$ cat src/design/mcfd_pkg.sv
// Shared types and constants for the motor command frame decoder.
`default_nettype none

package mcfd_pkg;

    localparam logic [10:0] NODE_ID_RESET = 11'h123;
    localparam logic [3:0]  FRAME_LEN     = 4'd8;
    localparam logic [7:0]  TERMINATOR    = 8'h0A;

    localparam logic [7:0] CH_A = 8'h41;
    localparam logic [7:0] CH_C = 8'h43;
    localparam logic [7:0] CH_D = 8'h44;
    localparam logic [7:0] CH_E = 8'h45;
    localparam logic [7:0] CH_F = 8'h46;
    localparam logic [7:0] CH_G = 8'h47;
    localparam logic [7:0] CH_I = 8'h49;
    localparam logic [7:0] CH_K = 8'h4B;
    localparam logic [7:0] CH_L = 8'h4C;
    localparam logic [7:0] CH_M = 8'h4D;
    localparam logic [7:0] CH_N = 8'h4E;
    localparam logic [7:0] CH_O = 8'h4F;
    localparam logic [7:0] CH_P = 8'h50;
    localparam logic [7:0] CH_Q = 8'h51;
    localparam logic [7:0] CH_R = 8'h52;
    localparam logic [7:0] CH_S = 8'h53;
    localparam logic [7:0] CH_T = 8'h54;
    localparam logic [7:0] CH_U = 8'h55;
    localparam logic [7:0] CH_V = 8'h56;

    typedef enum logic [2:0] {
        ACT_REJECT   = 3'd0,
        ACT_NONE     = 3'd1,
        ACT_DRIVE    = 3'd2,
        ACT_SETPOINT = 3'd3,
        ACT_GAIN     = 3'd4,
        ACT_REPLY    = 3'd5
    } t_action;

    localparam logic [2:0] PSEL_SETPOINT = 3'd0;
    localparam logic [2:0] PSEL_KP       = 3'd1;
    localparam logic [2:0] PSEL_KI       = 3'd2;
    localparam logic [2:0] PSEL_KD       = 3'd3;
    localparam logic [2:0] PSEL_GE       = 3'd4;
    localparam logic [2:0] PSEL_GDE      = 3'd5;
    localparam logic [2:0] PSEL_GDU      = 3'd6;

    localparam logic [2:0] RSEL_SPEED    = 3'd0;
    localparam logic [2:0] RSEL_CHIP_T   = 3'd1;
    localparam logic [2:0] RSEL_SENSOR_T = 3'd2;
    localparam logic [2:0] RSEL_CURRENT  = 3'd3;
    localparam logic [2:0] RSEL_DUTY     = 3'd4;
    localparam logic [2:0] RSEL_SETPOINT = 3'd5;

    typedef struct packed {
        logic            mode;
        logic [10:0]     frame_id;
        logic            extended;
        logic [3:0]      length;
        logic [7:0][7:0] data;
    } t_item;

    typedef struct packed {
        logic link;
        logic open_loop;
        logic pid;
        logic fuzzy;
        logic cw;
        logic ccw;
    } t_flags;

    typedef struct packed {
        t_action     action;
        logic [2:0]  param_select;
        logic        direction;
        logic [31:0] value;
        logic [2:0]  reply_select;
        logic        all;
        t_flags      flags;
    } t_result;

    // Reply order of a request for all telemetry values.
    function automatic logic [2:0] all_reply_sel(input logic [1:0] idx);
        logic [2:0] sel;
        case (idx)
            2'd0:    sel = RSEL_SPEED;
            2'd1:    sel = RSEL_SENSOR_T;
            2'd2:    sel = RSEL_CURRENT;
            default: sel = RSEL_DUTY;
        endcase
        return sel;
    endfunction

endpackage

`default_nettype wire

$ cat src/design/mcfd_decode.sv
// Single-pass command decoder: frame checks, command words and flag update.
`default_nettype none

module mcfd_decode (
    input  mcfd_pkg::t_item   i_item,
    input  mcfd_pkg::t_flags  i_flags,
    input  logic [10:0]       i_node_id,
    output mcfd_pkg::t_result o_result,
    output mcfd_pkg::t_flags  o_flags
);
    import mcfd_pkg::*;

    logic [7:0]  b0, b1, b2, b3, b4, b5, b6;
    logic [7:0]  sum;
    logic        frame_ok;
    logic        link_n;
    logic        is_ol, is_cl, want_pid, dir_ccw, ok;
    logic [2:0]  gain_sel;
    logic        is_req;
    logic [31:0] val;
    t_flags      fl;
    t_result     res;

    assign b0 = i_item.data[0];
    assign b1 = i_item.data[1];
    assign b2 = i_item.data[2];
    assign b3 = i_item.data[3];
    assign b4 = i_item.data[4];
    assign b5 = i_item.data[5];
    assign b6 = i_item.data[6];

    // The checksum byte is correct exactly when all eight bytes sum to zero.
    assign sum = b0 + b1 + b2 + b3 + b4 + b5 + b6 + i_item.data[7];
    assign frame_ok = (i_item.frame_id == i_node_id) && !i_item.extended &&
                      (i_item.length == FRAME_LEN) && (sum == 8'd0);
    assign val = {b6, b5, b4, b3};

    assign is_ol    = (b0 == CH_O) && (b1 == CH_L) && ((b2 == CH_R) || (b2 == CH_L));
    assign is_cl    = (b0 == CH_C) && ((b1 == CH_P) || (b1 == CH_F)) &&
                      ((b2 == CH_R) || (b2 == CH_L));
    assign want_pid = (b1 == CH_P);
    assign dir_ccw  = (b2 == CH_L);
    assign is_req   = (b0 == CH_R) && (b1 == CH_E) && (b2 == CH_Q) && (b6 == TERMINATOR);

    always_comb begin
        gain_sel = 3'd0;
        if (b0 == CH_G) begin
            if (b1 == CH_K && b2 == CH_P)      gain_sel = PSEL_KP;
            else if (b1 == CH_K && b2 == CH_I) gain_sel = PSEL_KI;
            else if (b1 == CH_K && b2 == CH_D) gain_sel = PSEL_KD;
            else if (b1 == CH_G && b2 == CH_E) gain_sel = PSEL_GE;
            else if (b1 == CH_D && b2 == CH_E) gain_sel = PSEL_GDE;
            else if (b1 == CH_D && b2 == CH_U) gain_sel = PSEL_GDU;
        end
    end

    always_comb begin
        link_n = i_flags.link;
        if (b0 == CH_C && b1 == CH_A && b2 == CH_N) begin
            if (b3 == CH_O)      link_n = 1'b1;
            else if (b3 == CH_C) link_n = 1'b0;
        end
    end

    always_comb begin
        fl  = i_flags;
        ok  = 1'b0;
        res = '0;
        res.action = ACT_NONE;
        if (i_item.mode) begin
            fl.open_loop = 1'b0;
            fl.pid       = 1'b0;
            fl.fuzzy     = 1'b0;
            fl.cw        = 1'b0;
            fl.ccw       = 1'b0;
        end else if (!frame_ok) begin
            res.action = ACT_REJECT;
        end else begin
            fl.link = link_n;
            if (!link_n) begin
                res.action = ACT_NONE;
            end else if (is_ol) begin
                fl.cw  = !dir_ccw;
                fl.ccw = dir_ccw;
                if (!i_flags.pid && !i_flags.fuzzy) begin
                    fl.open_loop  = 1'b1;
                    res.action    = ACT_DRIVE;
                    res.direction = dir_ccw;
                    res.value     = val;
                end
            end else if (is_cl) begin
                fl.cw  = !dir_ccw;
                fl.ccw = dir_ccw;
                if (want_pid) begin
                    ok = !i_flags.open_loop && !i_flags.fuzzy;
                    if (ok) fl.pid = 1'b1;
                end else begin
                    ok = !i_flags.open_loop && !i_flags.pid;
                    if (ok) fl.fuzzy = 1'b1;
                end
                if (ok) begin
                    res.action       = ACT_SETPOINT;
                    res.param_select = PSEL_SETPOINT;
                    res.direction    = dir_ccw;
                    res.value        = val;
                end
            end else if (gain_sel != 3'd0) begin
                res.action       = ACT_GAIN;
                res.param_select = gain_sel;
                res.value        = val;
            end else if (is_req) begin
                res.action = ACT_REPLY;
                if (b3 == CH_A && b4 == CH_L && b5 == CH_L)
                    res.all = 1'b1;
                else if (b3 == CH_R && b4 == CH_P && b5 == CH_V)
                    res.reply_select = RSEL_SPEED;
                else if (b3 == CH_A && b4 == CH_O && b5 == CH_C)
                    res.reply_select = RSEL_CHIP_T;
                else if (b3 == CH_A && b4 == CH_T && b5 == CH_K)
                    res.reply_select = RSEL_SENSOR_T;
                else if (b3 == CH_A && b4 == CH_I && b5 == CH_M)
                    res.reply_select = RSEL_CURRENT;
                else if (b3 == CH_T && b4 == CH_D && b5 == CH_C)
                    res.reply_select = RSEL_DUTY;
                else if (b3 == CH_R && b4 == CH_S && b5 == CH_P)
                    res.reply_select = RSEL_SETPOINT;
                else
                    res.action = ACT_NONE;
            end
        end
        res.flags = fl;
    end

    assign o_result = res;
    assign o_flags  = fl;

endmodule

`default_nettype wire

$ cat src/design/mcfd_out.sv
// Result register that also steps through the four replies of a request for all values.
`default_nettype none

module mcfd_out (
    input  logic              i_clk,
    input  logic              i_rst_n,
    input  logic              i_load,
    input  mcfd_pkg::t_result i_result,
    output logic              o_load_ok,
    output logic              o_valid,
    input  logic              i_ready,
    output logic [2:0]        o_action,
    output logic [2:0]        o_param_select,
    output logic              o_direction,
    output logic [31:0]       o_value,
    output logic [2:0]        o_reply_select,
    output logic              o_link_enabled,
    output logic              o_open_loop_on,
    output logic              o_pid_on,
    output logic              o_fuzzy_on,
    output logic              o_run_cw,
    output logic              o_run_ccw,
    output logic              o_last
);
    import mcfd_pkg::*;

    t_result    r_res;
    logic       r_valid;
    logic [1:0] r_idx;
    logic       last;

    assign last      = !r_res.all || (r_idx == 2'd3);
    assign o_load_ok = !r_valid || (i_ready && last);

    always_ff @(posedge i_clk) begin
        if (!i_rst_n) begin
            r_valid <= 1'b0;
            r_idx   <= 2'd0;
        end else if (i_load) begin
            r_valid <= 1'b1;
            r_idx   <= 2'd0;
        end else if (r_valid && i_ready) begin
            r_valid <= !last;
            r_idx   <= r_idx + 2'd1;
        end
    end

    always_ff @(posedge i_clk) begin
        if (i_load) begin
            r_res <= i_result;
        end
    end

    assign o_valid        = r_valid;
    assign o_action       = r_res.action;
    assign o_param_select = r_res.param_select;
    assign o_direction    = r_res.direction;
    assign o_value        = r_res.value;
    assign o_reply_select = r_res.all ? all_reply_sel(r_idx) : r_res.reply_select;
    assign o_link_enabled = r_res.flags.link;
    assign o_open_loop_on = r_res.flags.open_loop;
    assign o_pid_on       = r_res.flags.pid;
    assign o_fuzzy_on     = r_res.flags.fuzzy;
    assign o_run_cw       = r_res.flags.cw;
    assign o_run_ccw      = r_res.flags.ccw;
    assign o_last         = last;

endmodule

`default_nettype wire

$ cat src/design/motor_command_frame_decoder.sv
// Top level of the motor command frame decoder.
//
//   Channel   Handshake            Contents
//   request   i_valid / o_ready    mode, frame id, extended, length, eight payload bytes
//   result    o_valid / i_ready    action, operands, mode flags, last marker
//   config    i_cfg_wr_en          node identifier
//
// A request is captured in an input register, decoded in one pass of combinational
// logic, and its result is loaded into the result register as soon as that register
// can take it. One request per cycle is sustained while the result side is ready; a
// request for all telemetry values holds the result register for its four replies,
// and that register sets the rate. Back pressure on the result side stalls the input
// register, which in turn drops o_ready. Reset is synchronous and active low: it clears
// both valid bits, the link and mode flags, and restores the node identifier to 0x123.
`default_nettype none

module motor_command_frame_decoder (
    input  logic        i_clk,
    input  logic        i_rst_n,
    // configuration
    input  logic        i_cfg_wr_en,
    input  logic [10:0] i_cfg_wr_data,
    // request channel
    input  logic        i_valid,
    output logic        o_ready,
    input  logic        i_mode,
    input  logic [10:0] i_frame_id,
    input  logic        i_extended,
    input  logic [3:0]  i_length,
    input  logic [7:0]  i_byte_0,
    input  logic [7:0]  i_byte_1,
    input  logic [7:0]  i_byte_2,
    input  logic [7:0]  i_byte_3,
    input  logic [7:0]  i_byte_4,
    input  logic [7:0]  i_byte_5,
    input  logic [7:0]  i_byte_6,
    input  logic [7:0]  i_byte_7,
    // result channel
    output logic        o_valid,
    input  logic        i_ready,
    output logic [2:0]  o_action,
    output logic [2:0]  o_param_select,
    output logic        o_direction,
    output logic [31:0] o_value,
    output logic [2:0]  o_reply_select,
    output logic        o_link_enabled,
    output logic        o_open_loop_on,
    output logic        o_pid_on,
    output logic        o_fuzzy_on,
    output logic        o_run_cw,
    output logic        o_run_ccw,
    output logic        o_last
);
    import mcfd_pkg::*;

    logic [10:0] r_node_id;
    t_flags      r_flags;
    t_flags      n_flags;
    t_item       r_item;
    logic        r_in_valid;
    t_result     dec_result;
    logic        load_ok;
    logic        move;

    // Configuration register.
    always_ff @(posedge i_clk) begin
        if (!i_rst_n) begin
            r_node_id <= NODE_ID_RESET;
        end else if (i_cfg_wr_en) begin
            r_node_id <= i_cfg_wr_data;
        end
    end

    // The decoded request moves into the result register when that register frees up.
    assign move    = r_in_valid && load_ok;
    assign o_ready = !r_in_valid || load_ok;

    always_ff @(posedge i_clk) begin
        if (!i_rst_n) begin
            r_in_valid <= 1'b0;
        end else if (o_ready) begin
            r_in_valid <= i_valid;
        end
    end

    always_ff @(posedge i_clk) begin
        if (o_ready && i_valid) begin
            r_item.mode     <= i_mode;
            r_item.frame_id <= i_frame_id;
            r_item.extended <= i_extended;
            r_item.length   <= i_length;
            r_item.data     <= {i_byte_7, i_byte_6, i_byte_5, i_byte_4,
                                i_byte_3, i_byte_2, i_byte_1, i_byte_0};
        end
    end

    // Flags advance only when a request is committed to the result register, so the
    // next request is always decoded against the state its predecessor left behind.
    always_ff @(posedge i_clk) begin
        if (!i_rst_n) begin
            r_flags <= '0;
        end else if (move) begin
            r_flags <= n_flags;
        end
    end

    mcfd_decode u_decode (
        .i_item    (r_item),
        .i_flags   (r_flags),
        .i_node_id (r_node_id),
        .o_result  (dec_result),
        .o_flags   (n_flags)
    );

    mcfd_out u_out (
        .i_clk          (i_clk),
        .i_rst_n        (i_rst_n),
        .i_load         (move),
        .i_result       (dec_result),
        .o_load_ok      (load_ok),
        .o_valid        (o_valid),
        .i_ready        (i_ready),
        .o_action       (o_action),
        .o_param_select (o_param_select),
        .o_direction    (o_direction),
        .o_value        (o_value),
        .o_reply_select (o_reply_select),
        .o_link_enabled (o_link_enabled),
        .o_open_loop_on (o_open_loop_on),
        .o_pid_on       (o_pid_on),
        .o_fuzzy_on     (o_fuzzy_on),
        .o_run_cw       (o_run_cw),
        .o_run_ccw      (o_run_ccw),
        .o_last         (o_last)
    );

endmodule

`default_nettype wire

$ cat config.mk
export PLATFORM = sky130hd
export DESIGN_NAME = motor_command_frame_decoder
export DESIGN_NICKNAME = d
export VERILOG_FILES = /design/src/design/mcfd_pkg.sv /design/src/design/mcfd_decode.sv /design/src/design/mcfd_out.sv /design/src/design/motor_command_frame_decoder.sv
export SDC_FILE = /design/constraint.sdc
export NUM_CORES = 1
export LEC_CHECK = 0
export ABC_CLOCK_PERIOD_IN_PS = 12950
export BUFFER_PORTS_ARGS = -buffer_cell sky130_fd_sc_hd__buf_2
export CAP_MARGIN = 25
export CORE_MARGIN = 8
export CORE_UTILIZATION = 35
export CTS_CLUSTER_SIZE = 14
export DETAILED_ROUTE_END_ITERATION = 8
export PLACE_DENSITY = 0.53
export SLEW_MARGIN = 20
export SYNTH_ARGS = -nofsm -noshare
export SYNTH_HDL_FRONTEND = slang
export SYNTH_SLANG_ARGS = --single-unit
$ cat constraint.sdc
create_clock -name i_clk -period 12.95 [get_ports i_clk]
set_input_delay 0 -clock i_clk [delete_from_list [all_inputs] [get_ports i_clk]]
set_output_delay 0 -clock i_clk [all_outputs]
set_load 0.005 [all_outputs]
==> impl_results.md, run 1 <==
- Outcome: completed
- # port buffers: 147
- Max Slew Vio Count: 0
- Core box area: around 0.022 mm^2
- Fin crit share: just under 50%
- Hold Crit Class: input pin to register
- Fillers: between 1500 and 2000
- Worst setup SP type: register
- Area growth syn-to-layout: 29.9%
- Setup TNS: 0 ns
- Dpl cells: between 900 and 1000
- Start point of the worst hold path: i_cfg_wr_en
- Synth Area per Inst: roughly 13 um^2
- Longest Clk Path Bufs: 2
- GR Util met3: roughly 4.2%
- Hold EP: r_node_id[9]
- Chip Height: 166 um
- Fin cells: roughly 1100
- Layout Utilization: roughly 46%
- CP delay by family, top: adder cells
- Share of layout cells above drive strength 1: between 20 and 25%
- Vias post-DR: around 5400
- Number of cell rows: 54
- Worst rel slew slack: between 30% and 40%
- RD Place Congestion: 0.896
- Total track usage: between 10% and 20%
- WL per Instance: around 18 um
- Post-route cell area: just over 0.01 mm^2
- Leakage power: ~4 nW
- 1st-iter DRT viols: ~300
- CP max stage cell: and3_1
- Power Density: 138 mW/mm^2
- Placement Cell Area: roughly 0.0086 mm^2
- Path depth of the worst reg2reg path: 16
- Hold WS: 0.0746 ns
- DRC Markers: 0
- Global-route wire length before repair: around 32 mm
- Max Cap Viol: 0
- Hold Fails Final Rpt: 0
- GR Overflow Total: 0
- R2r endpoint: u_out.o_value[15]
- Cell depth of the worst setup path: 16
- CP max FO: 33
- CP Buf/Inv Count: 4
- Worst r2r src: r_item[26]
- Num CTS Buffers: 17
- Initial core utilization: between 30% and 40%
- Largest net degree at the start of global routing: 76
- ANT cells: 0
- Main synth FF type: edfxtp_1
- Vias in the first global route: about 5900
- Setup CP Type: register to register
- Critical Path AT: 6.54 ns
- Root buffer cell: clkbuf_16
- RSZ-0062 raised after global routing: false
- Clk pin slew, worst setup/hold paths: roughly 0.07 ns
- Die Span X: 166 um
- Crit path cell chain: fa_1, inv_1, fa_1, fa_1, fa_1, inv_1, ha_1, inv_1, fa_1, and3_1, nand3_1, or4_1, a2111oi_2, buf_4, and3_1, and4_1
- Mapped Area: 0.00784 mm^2
- Initial antenna violation count: 0
- Post-DRT Antenna Nets: 0
- Final setup fails: 0
- Sequential fraction of the synthesis area: between 50% and 60%
- CP dominant cell by count: fa_1
- Post-Syn Instances: 596
- Worst EP required: about 13 ns
- Synthesized net count: between 700 and 800
- Most used routing layer: met2
- CP Capture Type: register
- Met2 GRT Util: roughly 25%
- Measured slew at the worst slew-check pin: about 1.0 ns
- Vias per cell: just under 5
- CTS tree: done
- Clock Latency Late Sink: 0.43 ns
- Synthesis Warnings: 0
- Yosys cell types: just over 60
- Met1 Use GR: between 10% and 20%
- Post CTS Setup Buffer Count: 0
- Clk sinks: 151
- Nets: 956
- CTS H-tree lvls: 4
- Worst vdd ir: around 0.077 mV
- Post-synth EDFFs: 130
- Final min period: approximately 6.3 ns
- Synth async-reset ratio: 0%
- HPWL after detailed placement: around 15 mm
- IO Pins: roughly 150
- Yosys reg bits: between 150 and 200
- Drt pass-1 iters: 5
- R2R Setup Slk: between 6 and 7 ns
- CP peak stage delay: 0.85 ns
- Worst hold stages: 3
- Die ar.: about 0.027 mm^2
- Clock Skew: 0.0127 ns
- F_max: roughly 160 MHz
- DRT Wirelength: 20.1 mm
## timing repair
item,4_1_cts,5_1_grt
resized for setup,0,0
endpoints found under the hold margin,98,0
hold buffers,99,0
## placed cells by master, fill, tap and decap left out, types with 17 or more instances in the layout
| cell | n |
|---|---|
| dfxtp_1 | 21 |
| and4_1 | 36 |
| buf_2 | 147 |
| fa_1 | 39 |
| xnor2_1 | 21 |
| nand2_1 | 18 |
| nor2_1 | 21 |
| dlygate4sd3_1 | 99 |
| clkbuf_16 | 17 |
| inv_1 | 58 |
| edfxtp_1 | 130 |
## state kept, by name, summed over array words and instances, names as in the netlist, 2 cells and up
name and cells:
r_item 81, u_out.r_idx 2, u_out.o_action 3, r_node_id 11, u_out.o_param_select 3, r_flags 6
u_out.o_value 32, u_out.r_res 4
## routing by layer
metal	wire, um	part of all wire, %
met5	0	0
met4	319	1.6
met3	1150	5.7
met2	10000	50
met1	8610	43
## cells by family (layout without fill, tap and decap cells)
family,Yosys count,in the layout,synth area share [%]
compound gates,50,50,4.63
xor+xnor,26,26,3.26
fa+ha+maj,49,49,11.6
buf+inv,114,341,7.42
flops,151,151,55.2
mux,15,15,1.95
simple gates,191,191,16.0
## metrics by stage
stage | setup slack, ns | power [mW]
floorplan | 7.78 | 0.816
global placement | 6.91 | 0.903
detailed placement | 6.77 | 0.911
CTS | 6.72 | 1.42
global route | 6.39 | 1.50
finish | 6.70 | 1.41
## cells in the mapped netlist (3+ instances only)
cell        n  area share (%)
or3b_2      4            0.45
xor2_1      3            0.34
nand3b_1    3            0.29
buf_2       6            0.38
clkbuf_1    9            0.43
nand2b_1    6            0.48
nor2b_1    14             1.1
nand2_1    18            0.86
or4_1       3            0.29
nor3b_1     8            0.77
nand4_1     9            0.72
edfxtp_1  130              50
a41oi_1     3            0.34
a21oi_1    10            0.64
nor4_1     12            0.96
fa_1       39              10
nand3_1    10            0.64
o21ai_0     5            0.32
nand4b_1    4            0.45
and3_1      7            0.56
nor2_1     21             1.0
and2_1      6            0.48
xnor2_1    21             2.3
o21a_1      5            0.48
nor3_1     12            0.77
nor4b_1     5            0.56
a31oi_1     4            0.32
and4_1     36             4.0
a21o_1      4            0.38
ha_1       10             1.6
buf_4      39             3.7
inv_1      58             2.8
a21boi_0    3            0.29
dfxtp_1    21             5.4
nor4bb_1    3            0.38
mux2i_1    13             1.7
## report_power, final
part	leakage (nW)	total, mW	switching [mW]	internal [mW]
sequential	1.44	0.576	0.0213	0.555
combinational	2.31	0.346	0.177	0.169
clock	0.287	0.483	0.209	0.274
## how the worst max path moves through the flow
stage / from / to / slack, ns
floorplan: r_item[26] / u_out.r_res[6] / 7.78
CTS: r_item[26] / u_out.o_value[15] / 6.72
global route: r_item[18] / u_out.o_value[6] / 6.39
detailed placement: r_item[18] / u_out.o_value[15] / 6.77
finish: r_item[26] / u_out.o_value[15] / 6.70
global placement: r_item[26] / u_out.o_value[1] / 6.91
## worst reg2reg max path, stage by stage, from the launching register on
cell and delay [ns]:
edfxtp_1 0.51, fa_1 0.59, inv_1 0.06, fa_1 0.47, fa_1 0.54, fa_1 0.50, inv_1 0.07, ha_1 0.17
inv_1 0.06, fa_1 0.49, and3_1 0.15, nand3_1 0.06, or4_1 0.55, a2111oi_2 0.39, buf_4 0.31, and3_1 0.86
and4_1 0.34
## final cells by class
class / instances / area [um^2] / area share [%]
repair buffers: 250 / 1770 / 17.4
clock inverters: 14 / 134 / 1.32
flip-flops and latches: 151 / 4320 / 42.5
clock buffers: 18 / 439 / 4.32
multi-input cells: 331 / 2940 / 28.9
well taps: 280 / 350 / 3.44
inverters: 59 / 221 / 2.18
(Power assumes the default switching activity.)
==> inputs of run 2 (changes only) <==
ABC_AREA = 1   (was not set)
ABC_CLOCK_PERIOD_IN_PS = 6050   (was 12950)
PLACE_DENSITY = 0.52   (was 0.53)
clock period = 6.05 ns   (was 12.95 ns; I/O delays follow)
==> run 2 against run 1 <==
  * Cell area increased by 4.2%
  * Sequential cell count unchanged
  * Clock skew is 0.0019 ns lower
  * Worst hold slack got worse by 0.030 ns
  * Register-to-register slack got worse by 5.8 ns
  * Count of clock-buffer cells in the layout up 3
  * First-iteration DRC count up 0.99%
  * Critical path depth up 3
  * Sequential share of layout area shrank 1.7 points
==> impl_results.md, run 2 <==
- Total track usage: between 10% and 20%
- Chip Height: between 150 and 200 um
- Clock Skew: ~0.011 ns
- Layout Utilization: 46.7%
- Most common cell after layout, fill and taps aside: buf_2
- DRC Markers: 0
- Power Density: a little under 300 mW/mm^2
- Global-route wire length before repair: ~34 mm
- CP Capture Type: register
- Initial antenna violation count: 1
- Vias in the first global route: between 6000 and 7000
- Main synth FF type: edfxtp_1
- CTS H-tree lvls: 4
- Area growth syn-to-layout: 30.4%
- Measured slew at the worst slew-check pin: 0.993 ns
- # port buffers: 147
- Worst rel slew slack: 33.8%
- GR Overflow Total: 0
- Worst vdd ir: 0.153 mV
- Count leader, synth: nand2_1
- Clk sinks: around 150
- RSZ-0062 raised after global routing: false
- Yosys cell types: between 40 and 50
- Outcome: completed
- 1st-iter DRT viols: approximately 310
- Die ar.: about 0.028 mm^2
- Internal power: around 2.2 mW
- Number of cell rows: 55
- Most frequent cells in the layout: 147 x buf_2, 144 x nand2_1, 130 x edfxtp_1
- Post CTS Setup Buffer Count: 0
- Clk pin slew, worst setup/hold paths: 0.06 ns
- Largest area contributor in the netlist: edfxtp_1
- Part of the power in registers: 39.6%
- RD Place Congestion: 0.835
- Hold WS: ~0.044 ns
- Worst setup SP type: register
- Clock Power Share: about a third
- Final setup fails: 0
- Critical Path AT: approximately 5.4 ns
- Max Cap Viol: 0
- Drt pass-1 iters: 5
- Root buffer cell: clkbuf_16
- IO Pins: between 100 and 150
- Synthesis Warnings: 0
- Yosys reg bits: approximately 150
- Final min period: 5.14 ns
- Combinational share of power: approximately a quarter
- Leakage power: about 4.5 nW
- HPWL after detailed placement: about 16 mm
- Synthesized net count: between 900 and 1000
- CTS tree: done
- Largest cells by area after synthesis: edfxtp_1 48%, fa_1 9.6%, nand2_1 6.6%
- WL per Instance: approximately 16 um
- Vias post-DR: a little over 6000
- Placement Cell Area: around 0.0089 mm^2
- Largest net degree at the start of global routing: between 70 and 80
- Max Slew Vio Count: 0
- Nets: around 1200
- DRT Wirelength: around 22 mm
- Sequential fraction of the synthesis area: a little over half
- Initial core utilization: between 30 and 40%
- Post-Syn Instances: slightly below 800
- Synth async-reset ratio: 0%
- Area share of the largest cell type after synthesis: between 40% and 50%
- Vias per cell: about 4.6
- Setup CP Type: register to register
- Clock Latency Late Sink: between 0.4 and 0.5 ns
- Fin crit share: between 80% and 90%
- Switching power: 0.914 mW
- Tot Pwr: between 3 and 4 mW
- Sw frac: a little under 30%
- CP max FO: 32
- Synth top cells by count: 144 x nand2_1, 130 x edfxtp_1, 117 x inv_1, 95 x nor2_1, 42 x nand3_1
- Synth Area per Inst: between 10 and 15 um^2
- Setup TNS: 0 ns
- F_max: 195 MHz
- Post-DRT Antenna Nets: 0
- Hold Fails Final Rpt: 0
- Worst EP required: 6.31 ns
- Num CTS Buffers: 17
- Hold Crit Class: input pin to register
- Post-route cell area: ~0.011 mm^2
- Die Span X: ~170 um
- Core box area: between 0.02 and 0.025 mm^2
- Post-synth EDFFs: between 100 and 150
- Longest Clk Path Bufs: 2
- Max FFs per register: between 80 and 90
- Share of layout cells above drive strength 1: approximately a fifth
- Mapped Area: ~0.008 mm^2
- Fillers: about 2100
- Most flops, register: r_item
-- run 2: cell types whose count changed after synthesis, sizes merged, moves of 7 or more --
| cell | before | now |
|---|---|---|
| and3 | 7 | 0 |
| o21ai | 6 | 25 |
| nand2 | 18 | 151 |
| mux2i | 13 | 0 |
| and4 | 36 | 0 |
| xnor2 | 21 | 8 |
| nor2b | 14 | 0 |
| nand4 | 9 | 17 |
| nor3 | 12 | 21 |
| nor2 | 21 | 104 |
| inv | 58 | 125 |
| nor3b | 8 | 0 |
| nand3 | 11 | 47 |
-- run 2: cell type report --
class,count,area (um^2),share of cell area (%)
antenna,1,2.50,0.0236
clock buffer,21,460,4.34
clock inverter,11,150,1.42
inverter,125,470,4.44
multi-input combinational,471,3000,28.3
sequential,151,4320,40.8
tap,285,357,3.36
timing repair buffer,258,1840,17.4
-- run 2: what timing repair did --
item                      in CTS  in global routing
resized for setup              0                  0
hold buffers                 109                  0
hold endpoints to repair      96                  0
-- run 2: path summary, 6_finish.rpt --
kind              slack [ns]  cells past startpoint          endpoint  startpoint
setup / recovery        0.91                     19  u_out.o_value[2]   r_item[2]
hold / removal          0.04                      3        r_flags[2]     i_rst_n
setup reg to reg        0.91                     19  u_out.o_value[2]   r_item[2]
hold reg to reg         0.46                      2        r_flags[0]  r_flags[0]
-- run 2: metrics by stage --
| step | setup slack (ns) | instances |
|---|---|---|
| 2_1_floorplan | 1.49 | 795 |
| 3_3_place_gp | 0.976 | 1181 |
| 3_5_place_dp | 0.818 | 1181 |
| 4_1_cts | 0.787 | 1322 |
| 5_1_grt | 0.534 | 1323 |
| 6_report | 0.910 | 1323 |
-- run 2: logic make-up after synthesis --
logic type | Yosys count | synth area share (%)
xor gates and xnor gates | 16 | 1.72
buffers and inverters | 173 | 10.1
adders and majority gates | 49 | 11.1
and+or+nand+nor | 364 | 20.8
DFF | 151 | 53.2
AOI/OAI and AO/OA | 42 | 3.11
-- run 2: power by group through the flow --
stage	Sequential [mW]	Combinational (mW)	Clock, mW
after detailed placement	1.26	0.736	0
after floorplan	1.25	0.558	0
after CTS	1.24	0.795	1.13
after global placement	1.26	0.732	0
after global routing	1.24	0.911	1.17
final	1.24	0.784	1.10
-- run 2: routing by layer --
layer | share of wire (%) | global-route usage (%) | vias up
li1 | - | - | 3017
met1 | 46 | 19.8 | 2833
met2 | 48 | 26.1 | 163
met3 | 4.3 | 3.51 | 22
met4 | 1.8 | 5.51 | 0
met5 | 0 | 0 | -
-- run 2: worst max-delay path, cell delays in order (launching register included) --
cell	delay, ns
edfxtp_1	0.46
fa_1	0.59
inv_1	0.07
fa_1	0.50
fa_1	0.52
fa_1	0.48
inv_1	0.07
ha_1	0.16
inv_1	0.06
fa_1	0.47
inv_1	0.04
nor4_1	0.16
nand2_1	0.08
nor2_1	0.09
nand3_1	0.10
nor2_1	0.24
nand3_4	0.15
nor2_8	0.13
nand2_2	0.37
nor2_1	0.23
